===== src/sv/afm_pkg.sv =====
// ----------------------------------------------------------------------------
// afm_pkg: shared types and constants of the NCO modulator
// Item and register types, the microcode format with its program, and the
// quarter-wave sine generator that is evaluated while the design elaborates.
// ----------------------------------------------------------------------------
package afm_pkg;

  // Fixed field widths of the channels and registers.
  localparam int unsigned MSG_BITS      = 16;
  localparam int unsigned OUT_BITS      = 18;
  localparam int unsigned CFG_IDX_BITS  = 4;
  localparam int unsigned CFG_DATA_BITS = 32;
  localparam int unsigned STEP_BITS     = 32;
  localparam int unsigned AMP_BITS      = 15;
  localparam int unsigned FM_GAIN_BITS  = 31;
  localparam int unsigned PM_GAIN_BITS  = 32;

  // Signed operand of the shared multiplier that carries gains and factors.
  localparam int unsigned GAIN_OP_BITS  = 33;
  // Message values and amplitudes carry 15 fraction bits.
  localparam int unsigned GAIN_SHIFT    = 15;

  localparam logic signed [OUT_BITS-1:0] OUT_MAX = 18'sd131071;
  localparam logic signed [OUT_BITS-1:0] OUT_MIN = -18'sd131072;

  // Constants of the quarter-wave generator (Q30).
  localparam longint unsigned ONE_Q30     = 64'd1 << 30;
  localparam longint unsigned HALF_PI_Q30 = 64'd1686629713;

  typedef enum logic [2:0] {
    MODE_CARRIER = 3'd0,
    MODE_ASK     = 3'd1,
    MODE_FSK     = 3'd2,
    MODE_BPSK    = 3'd3,
    MODE_AM      = 3'd4,
    MODE_FM      = 3'd5,
    MODE_PM      = 3'd6
  } mode_e;

  // Register indexes of the configuration port.
  typedef logic [CFG_IDX_BITS-1:0] cfg_idx_t;
  localparam cfg_idx_t CFG_MODE          = 4'd0;
  localparam cfg_idx_t CFG_CARRIER_STEP  = 4'd1;
  localparam cfg_idx_t CFG_LOW_STEP      = 4'd2;
  localparam cfg_idx_t CFG_HIGH_STEP     = 4'd3;
  localparam cfg_idx_t CFG_LOW_AMPLITUDE = 4'd4;
  localparam cfg_idx_t CFG_AM_INDEX      = 4'd5;
  localparam cfg_idx_t CFG_FM_GAIN       = 4'd6;
  localparam cfg_idx_t CFG_PM_GAIN       = 4'd7;

  typedef struct packed {
    mode_e                    mode;
    logic [STEP_BITS-1:0]     carrier_step;
    logic [STEP_BITS-1:0]     low_step;
    logic [STEP_BITS-1:0]     high_step;
    logic [AMP_BITS-1:0]      low_amplitude;
    logic [AMP_BITS-1:0]      am_index;
    logic [FM_GAIN_BITS-1:0]  fm_gain;
    logic [PM_GAIN_BITS-1:0]  pm_gain;
  } cfg_t;

  localparam cfg_t CFG_RESET = '{
    mode:          MODE_CARRIER,
    carrier_step:  32'd85899346,
    low_step:      32'd51539608,
    high_step:     32'd137438953,
    low_amplitude: 15'd9830,
    am_index:      15'd26214,
    fm_gain:       31'd42949673,
    pm_gain:       32'd820278192
  };

  // Channel payloads.
  typedef struct packed {
    logic signed [MSG_BITS-1:0] message_value;
    logic                       last_sample;
  } in_item_t;

  typedef struct packed {
    logic signed [OUT_BITS-1:0] output_sample;
  } out_item_t;

  // Microprogram addresses.
  typedef enum logic [2:0] {
    STEP_WAIT   = 3'd0,
    STEP_GAIN   = 3'd1,
    STEP_PHASE  = 3'd2,
    STEP_LOOKUP = 3'd3,
    STEP_SCALE  = 3'd4,
    STEP_EMIT   = 3'd5
  } step_e;

  typedef enum logic [1:0] {
    MUL_NONE  = 2'd0,
    MUL_GAIN  = 2'd1,
    MUL_SCALE = 2'd2
  } mul_sel_e;

  typedef enum logic {
    COND_NONE    = 1'b0,
    COND_NO_GAIN = 1'b1
  } cond_e;

  // One control word of the microprogram.
  typedef struct packed {
    logic     take_in;
    mul_sel_e mul_sel;
    logic     phase_ld;
    logic     rom_ld;
    logic     emit;
    cond_e    cond;
    step_e    jump_to;
    step_e    next_step;
  } uword_t;

  // Controls from the sequencer to the datapath, handshakes already qualified.
  typedef struct packed {
    logic     in_ready;
    logic     accept;
    mul_sel_e mul_sel;
    logic     phase_ld;
    logic     rom_ld;
    logic     emit;
  } ctrl_t;

  // Status from the datapath back to the sequencer.
  typedef struct packed {
    logic out_busy;
    logic needs_gain;
  } status_t;

  // Microprogram ROM. A step that waits on a handshake holds until it completes.
  function automatic uword_t afm_ucode(input step_e step);
    uword_t w;
    w = '0;
    unique case (step)
      STEP_WAIT: begin
        w.take_in   = 1'b1;
        w.cond      = COND_NO_GAIN;
        w.jump_to   = STEP_PHASE;
        w.next_step = STEP_GAIN;
      end
      STEP_GAIN: begin
        w.mul_sel   = MUL_GAIN;
        w.next_step = STEP_PHASE;
      end
      STEP_PHASE: begin
        w.phase_ld  = 1'b1;
        w.next_step = STEP_LOOKUP;
      end
      STEP_LOOKUP: begin
        w.rom_ld    = 1'b1;
        w.next_step = STEP_SCALE;
      end
      STEP_SCALE: begin
        w.mul_sel   = MUL_SCALE;
        w.next_step = STEP_EMIT;
      end
      STEP_EMIT: begin
        w.emit      = 1'b1;
        w.next_step = STEP_WAIT;
      end
      default: begin
        w.next_step = STEP_WAIT;
      end
    endcase
    return w;
  endfunction

  // Unsigned quotient by shift and subtract. Used at elaboration only.
  function automatic longint unsigned afm_udiv(
    input longint unsigned num,
    input longint unsigned den
  );
    longint unsigned quo;
    longint unsigned rem;
    quo = '0;
    rem = '0;
    for (int b = 63; b >= 0; b--) begin
      rem = {rem[62:0], num[b]};
      if (rem >= den) begin
        rem    = rem - den;
        quo[b] = 1'b1;
      end
    end
    return quo;
  endfunction

  // Magnitude of sin(j/2^qtr_bits * pi/2), scaled to full_scale. Q30 Horner
  // series up to x^15, rounded and clamped. Used at elaboration only.
  function automatic longint unsigned afm_quarter_value(
    input longint unsigned j,
    input int unsigned     qtr_bits,
    input longint unsigned full_scale
  );
    longint unsigned x;
    longint unsigned x2;
    longint unsigned t;
    longint unsigned s;
    longint unsigned d;
    longint unsigned v;
    x  = (j * HALF_PI_Q30) >> qtr_bits;
    x2 = (x * x) >> 30;
    t  = ONE_Q30;
    for (int n = 7; n >= 1; n--) begin
      d = 64'(2 * n) * 64'(2 * n + 1);
      t = ONE_Q30 - afm_udiv((x2 * t) >> 30, d);
    end
    s = (x * t) >> 30;
    v = (s * full_scale + (ONE_Q30 >> 1)) >> 30;
    return (v > full_scale) ? full_scale : v;
  endfunction

endpackage


===== src/sv/afm_if.sv =====
// ----------------------------------------------------------------------------
// afm_if: channel interfaces of the NCO modulator
// A valid/ready stream with a typed payload, and the register write channel.
// ----------------------------------------------------------------------------

// Stream channel: one beat moves when valid and ready are both high.
interface afm_stream_if #(
  parameter type payload_t = logic
);
  logic     valid;
  logic     ready;
  payload_t payload;

  modport source (output valid, output payload, input ready);
  modport sink   (input valid, input payload, output ready);
endinterface

// Register write channel: one write per beat.
interface afm_cfg_if import afm_pkg::*; ();
  logic                     valid;
  logic                     ready;
  cfg_idx_t                 index;
  logic [CFG_DATA_BITS-1:0] data;

  modport source (output valid, output index, output data, input ready);
  modport sink   (input valid, input index, input data, output ready);
endinterface


===== src/sv/afm_cfg_regs.sv =====
// ----------------------------------------------------------------------------
// afm_cfg_regs: configuration register file
// Holds mode, phase steps, amplitudes and gains; writes to unknown indexes
// are dropped.
// ----------------------------------------------------------------------------
module afm_cfg_regs import afm_pkg::*; (
  input  logic      clk_i,
  input  logic      rst_ni,
  afm_cfg_if.sink   cfg_i,
  output cfg_t      cfg_o
);

  cfg_t cfg_q;

  // The register file takes a write in every cycle.
  assign cfg_i.ready = 1'b1;

  // Register writes, each value truncated to its register width.
  always_ff @(posedge clk_i or negedge rst_ni) begin
    if (!rst_ni) begin
      cfg_q <= CFG_RESET;
    end else if (cfg_i.valid && cfg_i.ready) begin
      unique case (cfg_i.index)
        CFG_MODE:          cfg_q.mode          <= mode_e'(cfg_i.data[2:0]);
        CFG_CARRIER_STEP:  cfg_q.carrier_step  <= cfg_i.data[STEP_BITS-1:0];
        CFG_LOW_STEP:      cfg_q.low_step      <= cfg_i.data[STEP_BITS-1:0];
        CFG_HIGH_STEP:     cfg_q.high_step     <= cfg_i.data[STEP_BITS-1:0];
        CFG_LOW_AMPLITUDE: cfg_q.low_amplitude <= cfg_i.data[AMP_BITS-1:0];
        CFG_AM_INDEX:      cfg_q.am_index      <= cfg_i.data[AMP_BITS-1:0];
        CFG_FM_GAIN:       cfg_q.fm_gain       <= cfg_i.data[FM_GAIN_BITS-1:0];
        CFG_PM_GAIN:       cfg_q.pm_gain       <= cfg_i.data[PM_GAIN_BITS-1:0];
        default: begin
        end
      endcase
    end
  end

  assign cfg_o = cfg_q;

endmodule


===== src/sv/afm_sequencer.sv =====
// ----------------------------------------------------------------------------
// afm_sequencer: microprogram counter and control word fetch
// Steps through the control program, holds on open handshakes and takes the
// conditional jump that skips the message gain pass.
// ----------------------------------------------------------------------------
module afm_sequencer import afm_pkg::*; (
  input  logic    clk_i,
  input  logic    rst_ni,
  input  logic    in_valid_i,
  input  status_t status_i,
  output ctrl_t   ctrl_o
);

  step_e  step_q;
  step_e  step_d;
  uword_t uword;
  logic   stall;
  logic   take_jump;

  // Fetch the control word of the current step.
  assign uword = afm_ucode(step_q);

  // Hold on an input step without a beat, or an output step with a full register.
  assign stall = (uword.take_in && !in_valid_i) || (uword.emit && status_i.out_busy);

  // Jump condition.
  always_comb begin
    unique case (uword.cond)
      COND_NONE:    take_jump = 1'b0;
      COND_NO_GAIN: take_jump = !status_i.needs_gain;
    endcase
  end

  // Next program address.
  always_comb begin
    if (stall) begin
      step_d = step_q;
    end else if (take_jump) begin
      step_d = uword.jump_to;
    end else begin
      step_d = uword.next_step;
    end
  end

  always_ff @(posedge clk_i or negedge rst_ni) begin
    if (!rst_ni) begin
      step_q <= STEP_WAIT;
    end else begin
      step_q <= step_d;
    end
  end

  // Control outputs, handshake strobes qualified by the stall.
  always_comb begin
    ctrl_o.in_ready = uword.take_in;
    ctrl_o.accept   = uword.take_in && in_valid_i;
    ctrl_o.mul_sel  = uword.mul_sel;
    ctrl_o.phase_ld = uword.phase_ld;
    ctrl_o.rom_ld   = uword.rom_ld;
    ctrl_o.emit     = uword.emit && !status_i.out_busy;
  end

endmodule


===== src/sv/afm_sine_rom.sv =====
// ----------------------------------------------------------------------------
// afm_sine_rom: full-wave sine lookup from a quarter-wave table
// The quarter table is built at elaboration; quadrant folding and sign are
// applied on the read, and the sample is registered.
// ----------------------------------------------------------------------------
module afm_sine_rom import afm_pkg::*; #(
  parameter int unsigned SINE_ADDR_BITS = 10,
  parameter int unsigned SAMPLE_BITS    = 16
) (
  input  logic                          clk_i,
  input  logic                          rd_en_i,
  input  logic [SINE_ADDR_BITS-1:0]     addr_i,
  output logic signed [SAMPLE_BITS-1:0] sample_o
);

  localparam int unsigned QTR_BITS = SINE_ADDR_BITS - 2;
  localparam int unsigned QTR_SIZE = 1 << QTR_BITS;
  localparam int unsigned MAG_BITS = SAMPLE_BITS - 1;
  localparam longint unsigned FULL_SCALE = (64'd1 << MAG_BITS) - 64'd1;

  // Quarter table with both end points, entries 0 through QTR_SIZE.
  typedef logic [(QTR_SIZE+1)*MAG_BITS-1:0] qtab_t;

  function automatic qtab_t build_qtab();
    qtab_t tab;
    tab = '0;
    for (int unsigned k = 0; k <= QTR_SIZE; k++) begin
      tab[k*MAG_BITS +: MAG_BITS] =
        MAG_BITS'(afm_quarter_value(64'(k), QTR_BITS, FULL_SCALE));
    end
    return tab;
  endfunction

  localparam qtab_t QTAB = build_qtab();

  logic [1:0]             quad;
  logic [QTR_BITS-1:0]    ofs;
  logic [QTR_BITS:0]      idx;
  logic [MAG_BITS-1:0]    mag;
  logic [SAMPLE_BITS-1:0] mag_ext;
  logic signed [SAMPLE_BITS-1:0] sample_q;

  // Quadrants one and three read the table backward; the upper half is negative.
  assign quad    = addr_i[SINE_ADDR_BITS-1 -: 2];
  assign ofs     = addr_i[QTR_BITS-1:0];
  assign idx     = quad[0] ? ((QTR_BITS+1)'(QTR_SIZE) - {1'b0, ofs}) : {1'b0, ofs};
  assign mag     = QTAB[idx*MAG_BITS +: MAG_BITS];
  assign mag_ext = {1'b0, mag};

  always_ff @(posedge clk_i) begin
    if (rd_en_i) begin
      sample_q <= quad[1] ? -mag_ext : mag_ext;
    end
  end

  assign sample_o = sample_q;

endmodule


===== src/sv/afm_datapath.sv =====
// ----------------------------------------------------------------------------
// afm_datapath: phase accumulators, shared multiplier and output stage
// Runs under the sequencer's control word: message gain product, phase
// selection, sine lookup, amplitude product, rounding and saturation.
// ----------------------------------------------------------------------------
module afm_datapath import afm_pkg::*; #(
  parameter int unsigned PHASE_BITS     = 32,
  parameter int unsigned SINE_ADDR_BITS = 10,
  parameter int unsigned SAMPLE_BITS    = 16
) (
  input  logic      clk_i,
  input  logic      rst_ni,
  input  cfg_t      cfg_i,
  input  ctrl_t     ctrl_i,
  input  in_item_t  in_item_i,
  input  logic      out_ready_i,
  output status_t   status_o,
  output logic      out_valid_o,
  output out_item_t out_item_o
);

  localparam int unsigned FRAC_BITS  = SAMPLE_BITS - 1;
  localparam int unsigned MUL_B_BITS = (SAMPLE_BITS > MSG_BITS) ? SAMPLE_BITS : MSG_BITS;
  localparam int unsigned PROD_BITS  = GAIN_OP_BITS + MUL_B_BITS;
  localparam int unsigned SUM_BITS   = PROD_BITS + 1;
  // Plain modes scale by 2^15, so both cases shift a product down to Q15.
  localparam int unsigned SH_PLAIN   = FRAC_BITS;
  localparam int unsigned SH_AM      = FRAC_BITS + GAIN_SHIFT;

  localparam logic signed [SUM_BITS-1:0] RND_PLAIN = SUM_BITS'(1) << (SH_PLAIN - 1);
  localparam logic signed [SUM_BITS-1:0] RND_AM    = SUM_BITS'(1) << (SH_AM - 1);
  localparam logic signed [GAIN_OP_BITS-1:0] FACTOR_UNITY = 33'sd32768;
  localparam logic signed [GAIN_OP_BITS-1:0] AM_ONE       = 33'sh0_4000_0000;
  localparam logic [PHASE_BITS-1:0] HALF_TURN    = {1'b1, {(PHASE_BITS-1){1'b0}}};
  localparam logic [PHASE_BITS-1:0] QUARTER_TURN = {2'b01, {(PHASE_BITS-2){1'b0}}};

  // Captured input beat.
  logic signed [MSG_BITS-1:0] msg_q;
  logic                       last_q;
  logic                       msg_bit;

  // Phase accumulators and the selected lookup phase.
  logic [PHASE_BITS-1:0] carrier_phase_q;
  logic [PHASE_BITS-1:0] low_phase_q;
  logic [PHASE_BITS-1:0] high_phase_q;
  logic [PHASE_BITS-1:0] fm_phase_q;
  logic [PHASE_BITS-1:0] phase_q;
  logic [PHASE_BITS-1:0] phase_d;
  logic [PHASE_BITS-1:0] carrier_step;
  logic [PHASE_BITS-1:0] offset_ext;
  logic [PHASE_BITS-1:0] fm_sum;
  logic signed [GAIN_OP_BITS-1:0] offset;

  // Shared multiplier.
  logic signed [GAIN_OP_BITS-1:0] mul_a;
  logic signed [MUL_B_BITS-1:0]   mul_b;
  logic signed [PROD_BITS-1:0]    prod_d;
  logic signed [PROD_BITS-1:0]    prod_q;
  logic signed [GAIN_OP_BITS-1:0] factor_q;
  logic signed [GAIN_OP_BITS-1:0] factor_d;
  logic signed [SAMPLE_BITS-1:0]  rom_sample;
  logic signed [SAMPLE_BITS-1:0]  rom_sample_w;

  // Output stage.
  logic signed [SUM_BITS-1:0] round_sum;
  logic signed [SUM_BITS-1:0] y_wide;
  logic signed [OUT_BITS-1:0] y_sat;
  logic                       out_valid_q;
  out_item_t                  out_item_q;

  // Mode decode.
  logic is_am;
  logic needs_gain;
  logic mode_known;

  always_comb begin
    is_am      = 1'b0;
    needs_gain = 1'b0;
    mode_known = 1'b1;
    unique case (cfg_i.mode)
      MODE_AM: begin
        is_am      = 1'b1;
        needs_gain = 1'b1;
      end
      MODE_FM, MODE_PM: begin
        needs_gain = 1'b1;
      end
      MODE_CARRIER, MODE_ASK, MODE_FSK, MODE_BPSK: begin
      end
      default: begin
        mode_known = 1'b0;
      end
    endcase
  end

  // Input capture.
  always_ff @(posedge clk_i) begin
    if (ctrl_i.accept) begin
      msg_q  <= in_item_i.message_value;
      last_q <= in_item_i.last_sample;
    end
  end

  assign msg_bit = (msg_q != '0);

  // Multiplier operands: gain times message, or factor times sine sample.
  assign rom_sample = rom_sample_w;
  always_comb begin
    mul_a = '0;
    mul_b = '0;
    unique case (ctrl_i.mul_sel)
      MUL_GAIN: begin
        mul_b = MUL_B_BITS'(msg_q);
        if (is_am) begin
          mul_a = GAIN_OP_BITS'(cfg_i.am_index);
        end else if (cfg_i.mode == MODE_FM) begin
          mul_a = GAIN_OP_BITS'(cfg_i.fm_gain);
        end else begin
          mul_a = GAIN_OP_BITS'(cfg_i.pm_gain);
        end
      end
      MUL_SCALE: begin
        mul_a = factor_q;
        mul_b = MUL_B_BITS'(rom_sample);
      end
      default: begin
      end
    endcase
  end

  assign prod_d = mul_a * mul_b;

  always_ff @(posedge clk_i) begin
    if (ctrl_i.mul_sel != MUL_NONE) begin
      prod_q <= prod_d;
    end
  end

  // Phase offset: gain product floored to whole phase units, wrapped to the phase width.
  assign offset       = prod_q[GAIN_SHIFT +: GAIN_OP_BITS];
  assign offset_ext   = PHASE_BITS'(offset);
  assign carrier_step = PHASE_BITS'(cfg_i.carrier_step);
  assign fm_sum       = fm_phase_q + carrier_step + offset_ext;

  // Lookup phase per mode.
  always_comb begin
    unique case (cfg_i.mode)
      MODE_FSK:  phase_d = msg_bit ? high_phase_q : low_phase_q;
      MODE_BPSK: phase_d = msg_bit ? (carrier_phase_q + HALF_TURN) : carrier_phase_q;
      MODE_AM:   phase_d = carrier_phase_q + QUARTER_TURN;
      MODE_FM:   phase_d = fm_sum;
      MODE_PM:   phase_d = carrier_phase_q + offset_ext;
      default:   phase_d = carrier_phase_q;
    endcase
  end

  // Amplitude factor for the second product.
  always_comb begin
    if (is_am) begin
      factor_d = AM_ONE + signed'(prod_q[GAIN_OP_BITS-1:0]);
    end else if ((cfg_i.mode == MODE_ASK) && !msg_bit) begin
      factor_d = GAIN_OP_BITS'(cfg_i.low_amplitude);
    end else begin
      factor_d = FACTOR_UNITY;
    end
  end

  always_ff @(posedge clk_i) begin
    if (ctrl_i.phase_ld) begin
      phase_q  <= phase_d;
      factor_q <= factor_d;
    end
  end

  // Sine lookup.
  afm_sine_rom #(
    .SINE_ADDR_BITS (SINE_ADDR_BITS),
    .SAMPLE_BITS    (SAMPLE_BITS)
  ) u_sine_rom (
    .clk_i    (clk_i),
    .rd_en_i  (ctrl_i.rom_ld),
    .addr_i   (phase_q[PHASE_BITS-1 -: SINE_ADDR_BITS]),
    .sample_o (rom_sample_w)
  );

  // Accumulators advance once per sample; a last beat clears all of them.
  always_ff @(posedge clk_i or negedge rst_ni) begin
    if (!rst_ni) begin
      carrier_phase_q <= '0;
      low_phase_q     <= '0;
      high_phase_q    <= '0;
      fm_phase_q      <= '0;
    end else if (ctrl_i.emit) begin
      if (last_q) begin
        carrier_phase_q <= '0;
        low_phase_q     <= '0;
        high_phase_q    <= '0;
        fm_phase_q      <= '0;
      end else begin
        carrier_phase_q <= carrier_phase_q + carrier_step;
        low_phase_q     <= low_phase_q + PHASE_BITS'(cfg_i.low_step);
        high_phase_q    <= high_phase_q + PHASE_BITS'(cfg_i.high_step);
      end
    end else if (ctrl_i.phase_ld && (cfg_i.mode == MODE_FM)) begin
      fm_phase_q <= fm_sum;
    end
  end

  // Round half up to Q15, then saturate to the output range; an unknown mode gives zero.
  assign round_sum = SUM_BITS'(prod_q) + (is_am ? RND_AM : RND_PLAIN);
  assign y_wide    = is_am ? (round_sum >>> SH_AM) : (round_sum >>> SH_PLAIN);

  always_comb begin
    if (!mode_known) begin
      y_sat = '0;
    end else if (y_wide > OUT_MAX) begin
      y_sat = OUT_MAX;
    end else if (y_wide < OUT_MIN) begin
      y_sat = OUT_MIN;
    end else begin
      y_sat = y_wide[OUT_BITS-1:0];
    end
  end

  // Output register: holds a beat until the sink takes it.
  always_ff @(posedge clk_i or negedge rst_ni) begin
    if (!rst_ni) begin
      out_valid_q <= 1'b0;
    end else if (ctrl_i.emit) begin
      out_valid_q <= 1'b1;
    end else if (out_ready_i) begin
      out_valid_q <= 1'b0;
    end
  end

  always_ff @(posedge clk_i) begin
    if (ctrl_i.emit) begin
      out_item_q.output_sample <= y_sat;
    end
  end

  assign out_valid_o         = out_valid_q;
  assign out_item_o          = out_item_q;
  assign status_o.out_busy   = out_valid_q && !out_ready_i;
  assign status_o.needs_gain = needs_gain;

endmodule


===== src/sv/ask_fsk_psk_am_fm_pm_modulator_unit.sv =====
// ----------------------------------------------------------------------------
// ask_fsk_psk_am_fm_pm_modulator_unit: NCO based digital and analog modulator
// One modulated Q2.15 sample per message beat in carrier, ASK, FSK, BPSK,
// AM, FM or PM mode, from phase accumulators and a quarter-wave sine table.
// ----------------------------------------------------------------------------
// Each message beat yields exactly one output beat. The block works on one
// beat at a time under a six-step microprogram: carrier, ASK, FSK and BPSK
// skip the gain step, while AM, FM and PM make an extra pass through the
// single shared 33-bit multiplier to form the message gain product. The
// other steps are phase selection, the registered sine table read, the
// amplitude product and the rounding and saturation into the output
// register. The next beat is accepted in the cycle after a result is
// registered; a result waits there while the sink is not ready, and the
// block stalls only if a second result is done before the first was taken.
// Registers may be written whenever no beat is in flight. A last beat clears
// all phase accumulators after its sample. There is no clearing pass after
// reset.
module ask_fsk_psk_am_fm_pm_modulator_unit import afm_pkg::*; #(
  parameter int unsigned PHASE_BITS     = 32,
  parameter int unsigned SINE_ADDR_BITS = 10,
  parameter int unsigned SAMPLE_BITS    = 16
) (
  input  logic          clk_i,
  input  logic          rst_ni,
  afm_cfg_if.sink       cfg_i,
  afm_stream_if.sink    msg_i,
  afm_stream_if.source  smp_o
);

  cfg_t      cfg;
  ctrl_t     ctrl;
  status_t   status;
  in_item_t  in_item;
  out_item_t out_item;
  logic      out_valid;

  // Configuration registers.
  afm_cfg_regs u_cfg_regs (
    .clk_i  (clk_i),
    .rst_ni (rst_ni),
    .cfg_i  (cfg_i),
    .cfg_o  (cfg)
  );

  // Microprogram sequencer.
  afm_sequencer u_sequencer (
    .clk_i      (clk_i),
    .rst_ni     (rst_ni),
    .in_valid_i (msg_i.valid),
    .status_i   (status),
    .ctrl_o     (ctrl)
  );

  // Datapath with the sine table.
  assign in_item = msg_i.payload;

  afm_datapath #(
    .PHASE_BITS     (PHASE_BITS),
    .SINE_ADDR_BITS (SINE_ADDR_BITS),
    .SAMPLE_BITS    (SAMPLE_BITS)
  ) u_datapath (
    .clk_i       (clk_i),
    .rst_ni      (rst_ni),
    .cfg_i       (cfg),
    .ctrl_i      (ctrl),
    .in_item_i   (in_item),
    .out_ready_i (smp_o.ready),
    .status_o    (status),
    .out_valid_o (out_valid),
    .out_item_o  (out_item)
  );

  // Channel handshakes.
  assign msg_i.ready   = ctrl.in_ready;
  assign smp_o.valid   = out_valid;
  assign smp_o.payload = out_item;

endmodule

===== src/flat_wrapper.sv =====
// flat-port wrapper written by rule: the top's interface ports become plain ports
module ask_fsk_psk_am_fm_pm_modulator_unit_flat import afm_pkg::*;
#(
  parameter int unsigned PHASE_BITS     = 32,
  parameter int unsigned SINE_ADDR_BITS = 10,
  parameter int unsigned SAMPLE_BITS    = 16
)
  (clk_i, rst_ni, cfg_i_valid, cfg_i_index, cfg_i_data, cfg_i_ready, msg_i_valid, msg_i_payload, msg_i_ready, smp_o_valid, smp_o_payload, smp_o_ready);
  afm_cfg_if cfg_i_i ();
  afm_stream_if msg_i_i ();
  afm_stream_if smp_o_i ();
  input  logic clk_i;
  input  logic rst_ni;
  input wire logic [$bits(cfg_i_i.valid)-1:0] cfg_i_valid;
  input wire logic [$bits(cfg_i_i.index)-1:0] cfg_i_index;
  input wire logic [$bits(cfg_i_i.data)-1:0] cfg_i_data;
  output wire logic [$bits(cfg_i_i.ready)-1:0] cfg_i_ready;
  input wire logic [$bits(msg_i_i.valid)-1:0] msg_i_valid;
  input wire logic [$bits(msg_i_i.payload)-1:0] msg_i_payload;
  output wire logic [$bits(msg_i_i.ready)-1:0] msg_i_ready;
  output wire logic [$bits(smp_o_i.valid)-1:0] smp_o_valid;
  output wire logic [$bits(smp_o_i.payload)-1:0] smp_o_payload;
  input wire logic [$bits(smp_o_i.ready)-1:0] smp_o_ready;
  assign cfg_i_i.valid = cfg_i_valid;
  assign cfg_i_i.index = cfg_i_index;
  assign cfg_i_i.data = cfg_i_data;
  assign cfg_i_ready = cfg_i_i.ready;
  assign msg_i_i.valid = msg_i_valid;
  assign msg_i_i.payload = msg_i_payload;
  assign msg_i_ready = msg_i_i.ready;
  assign smp_o_valid = smp_o_i.valid;
  assign smp_o_payload = smp_o_i.payload;
  assign smp_o_i.ready = smp_o_ready;
  ask_fsk_psk_am_fm_pm_modulator_unit #(.PHASE_BITS(PHASE_BITS), .SINE_ADDR_BITS(SINE_ADDR_BITS), .SAMPLE_BITS(SAMPLE_BITS)) u_core (.clk_i(clk_i), .rst_ni(rst_ni), .cfg_i(cfg_i_i), .msg_i(msg_i_i), .smp_o(smp_o_i));
endmodule

===== config.mk =====
export PLATFORM = sky130hd
export DESIGN_NAME = ask_fsk_psk_am_fm_pm_modulator_unit_flat
export DESIGN_NICKNAME = d
export VERILOG_FILES = /design/src/sv/afm_pkg.sv /design/src/sv/afm_if.sv /design/src/sv/afm_cfg_regs.sv /design/src/sv/afm_sequencer.sv /design/src/sv/afm_sine_rom.sv /design/src/sv/afm_datapath.sv /design/src/sv/ask_fsk_psk_am_fm_pm_modulator_unit.sv /design/src/flat_wrapper.sv
export SDC_FILE = /design/constraint.sdc
export NUM_CORES = 2
export LEC_CHECK = 0
export BUFFER_PORTS_ARGS = -buffer_cell sky130_fd_sc_hd__buf_4
export CELL_PAD_IN_SITES_DETAIL_PLACEMENT = 1
export CELL_PAD_IN_SITES_GLOBAL_PLACEMENT = 2
export CORE_UTILIZATION = 38
export DETAILED_ROUTE_END_ITERATION = 7
export PLACE_DENSITY = 0.87
export SYNTH_ARGS = -nofsm -noshare
export SYNTH_HDL_FRONTEND = slang
export SYNTH_SLANG_ARGS = --single-unit

===== constraint.sdc =====
create_clock -name clk_i -period 7.6 [get_ports clk_i]
set_input_delay 0.76 -clock clk_i [delete_from_list [all_inputs] [get_ports clk_i]]
set_output_delay 0.76 -clock clk_i [all_outputs]
set_load 0.1 [all_outputs]

==> flow_metrics.py <==
metrics = {
    "outcome": {
        "outcome": "finished, final reports clean",
    },
    "power_and_ir_drop": {
        "switching_share_pct": 53.8,
        "p_leak_nw": 23.9,
        "p_total_mw": 21.2,
        "switching_power_mw": 11.4,
        "p_comb_share_pct": 71.5,
        "p_clk_share_pct": 10.5,
        "pwr-share-seq_pct": 18.0,
        "ir_drop_uv": 378,
        "internal_power_mw": 9.79,
        "power_per_cell_area_nw_per_um2": 405,
    },
    "grt": {
        "grt_usage_pct": 28.0,
        "grt_pass1_wl_um": 258000,
        "grt-ovfl-total": 0,
        "grt_max_degree": 128,
        "antenna_found_initial": 3,
        "grt_pass1_vias": 42700,
    },
    "min_path": {
        "hold_path.class": "in2async",
    },
    "sta": {
        "worstMarginPinSlew_ns": 1.31,
        "fin_tns_setup_ns": 0,
        "setup_viol": 0,
        "slew_violations": 0,
        "max_freq_mhz": 132,
        "hold_viol": 0,
        "final.setup.worst_slack_ns": 0.000318,
        "min_period_over_period_pct": 100,
        "maxSlewHeadroom_pct": 12.4,
        "period_needed_ns": 7.60,
        "skew_ns": 0.0483,
        "rsz0062_at_grt": "yes",
    },
    "yosys": {
        "syn_avg_cell_area_um2": 9.16,
        "ys_warn_count": 0,
        "syn_inst": 4896,
        "synth-seq-area-share_pct": 22.1,
        "netlist_area_um2": 44800,
        "synth_edf_count": 110,
        "synth_fp_nets": 5740,
        "ys_ff_latch": 370,
        "yosysUniqueCellTypes": 97,
        "synth_flop_cell": "dfrtp_1",
        "ys_async_sr_fraction_pct": 70.3,
    },
    "layout": {
        "layout-drive-gt1-share_pct": 18.7,
        "layout_commonest_cell": "inv_1",
        "nets": 6036,
        "final_cell_mix": "inv_1 (622), fa_1 (526), nand2_1 (517)",
        "area_delta_synth_final_pct": 16.7,
        "final_area_um2": 52300,
        "final_cells": 6752,
    },
    "critical_path": {
        "cp_slowest_cell": "fa_1",
        "max_stage_delay_ns": 0.53,
        "required_ns": 7.95,
        "end_kind": "flop",
        "crit_fanout": 15,
        "rrSetupSlack_ns": 0.0003,
        "critPathBufInv": 13,
        "cp_top_family": "adder cells",
        "timing.rr.end": "u_core.u_datapath.prod_q[47]",
        "worstSetupPathType": "reg2reg",
        "reg2reg_from": "u_core.u_sequencer.step_q[2]",
        "crit_arrival_ns": 7.95,
        "start_kind": "flop",
        "worstRegToRegCells": 33,
    },
    "placement": {
        "dp.cells": 6618,
        "postPlaceCellArea_um2": 49700,
        "io_buffer_count": 44,
        "dp_slack_ns": -0.591,
        "gp_congestion": 0.983,
        "place_hpwl_um": 132000,
    },
    "detailed_routing": {
        "drc": 0,
        "first_iter_violations": 2776,
        "dr_total_vias": 39600,
        "drtAntennaViolNets": 0,
        "firstDrtPassIters": 6,
        "wirelength_um": 171000,
        "wl_per_cell_um": 25.3,
        "vias_per_cell": 5.86,
    },
    "clock_network": {
        "clkSlewWorstSetupHoldPaths_ns": 0.07,
        "cts_sinks": 370,
        "clk_latency_ns": 0.61,
        "cts_tree": "built",
        "cts_root_buf": "clkbuf_16",
        "cts_buffers": 44,
        "cts_max_level": 2,
        "cts_buffer_depth": 3,
    },
    "job": {
        "max-cap-violations": 0,
    },
    "floorplan": {
        "dieWidth_um": 345,
        "rows": 125,
        "initial_core_util_pct": 38.5,
        "die_h_um": 345,
        "coreArea_um2": 117000,
        "die-area_um2": 119000,
        "ios": 46,
    },
}
layout make-up:
cell class                 instances  area (um2)
inverter                         627        2350
clock buffer                      62        1270
clock inverter                    19         221
timing repair buffer             505        4460
fill                           13300       64200
antenna                            1        2.50
multi-input combinational       3644       32200
tap                             1524        1910
sequential                       370        9900
state kept, by name, indices dropped and copies added (netlist names):
signal	count
u_core.u_cfg_regs.cfg_o	160
u_core.u_datapath.u_sine_rom.sample_o	16
u_core.u_datapath.fm_phase_q	32
u_core.u_datapath.out_item_o	1
u_core.u_datapath.carrier_phase_q	32
u_core.u_datapath.prod_q	49
u_core.u_datapath.last_q	1
u_core.u_datapath.phase_q	10
u_core.u_datapath.out_valid_o	1
u_core.u_datapath.factor_q	33
u_core.u_datapath.low_phase_q	32
u_core.u_sequencer.step_q	3
routing by layer:
metal	routed length [um]	up-vias	global-route usage, %
met1	66800	20500	34.1
met3	9030	481	3.17
met4	10800	4	15.7
li1	-	17200	-
met2	84000	1327	48.1
met5	20	-	0
what timing repair did:
item / 4_1_cts / 5_1_grt
buffers inserted: 4 / 43
hold buffers: 0 / 0
gates resized for setup: 53 / 125
cloned: 3 / 4
endpoints found under the setup margin: 12 / 17
pin swaps: 11 / 43
power by group through the flow:
stage | logic [mW] | registers (mW) | clock network, mW
floorplan | 9.55 | 3.41 | 0
global placement | 14.1 | 3.77 | 0
detailed placement | 14.4 | 3.80 | 0
CTS | 14.6 | 3.79 | 2.25
global route | 16.1 | 3.88 | 2.33
finish | 15.2 | 3.82 | 2.23
worst max path at each step:
stage | depth (start not counted) | from | end | slack (ns)
2_1_floorplan | 26 | u_core.u_sequencer.step_q[0] | u_core.u_datapath.prod_q[48] | 0.005
3_3_place_gp | 30 | u_core.u_sequencer.step_q[2] | u_core.u_datapath.prod_q[44] | -0.34
3_5_place_dp | 28 | u_core.u_cfg_regs.cfg_o[189] | u_core.u_datapath.prod_q[44] | -0.59
4_1_cts | 32 | u_core.u_cfg_regs.cfg_o[191] | u_core.u_datapath.prod_q[44] | 0.0004
5_1_grt | 30 | u_core.u_cfg_regs.cfg_o[189] | u_core.u_datapath.prod_q[44] | -0.27
6_report | 33 | u_core.u_sequencer.step_q[2] | u_core.u_datapath.prod_q[47] | 0.0003
cells by family after synthesis:
family,share of synthesized area (%)
other cells,0.00836
buf+inv,7.60
simple gates,14.5
mux,5.22
compound gates,15.9
xor+xnor,3.44
flops,22.1
fa+ha+maj,31.3
Yosys cell counts, types with 38 or more instances:
| cell type | instances | area (um2) |
|---|---|---|
| inv_1 | 626 | 2350 |
| fa_1 | 534 | 10700 |
| nand2_1 | 531 | 1990 |
| nor2_1 | 405 | 1520 |
| ha_1 | 268 | 3350 |
| a21oi_1 | 221 | 1110 |
| dfrtp_1 | 193 | 4830 |
| o21ai_0 | 189 | 946 |
| clkbuf_1 | 173 | 649 |
| mux2_2 | 166 | 1870 |
| xnor2_1 | 128 | 1120 |
| edfxtp_1 | 110 | 3300 |
| nor3_1 | 81 | 405 |
| nand3_1 | 80 | 400 |
| a22o_1 | 77 | 674 |
| dfstp_2 | 67 | 1760 |
| a21o_1 | 63 | 473 |
| and3_1 | 61 | 382 |
| o21a_1 | 55 | 413 |
| nand2b_1 | 48 | 300 |
| a211oi_1 | 47 | 353 |
| buf_2 | 46 | 230 |
| mux2i_1 | 45 | 450 |
| xor2_1 | 45 | 394 |
| o211ai_1 | 39 | 293 |
| and2_1 | 38 | 238 |
stage by stage:
stage               hold slack [ns]  utilization [%]
detailed placement            0.481             42.6
global route                  0.347             44.9
floorplan                     0.450                -
CTS                           0.307             44.1
global placement              0.464             42.6
finish                        0.280             44.9
(Power assumes the default switching activity.)
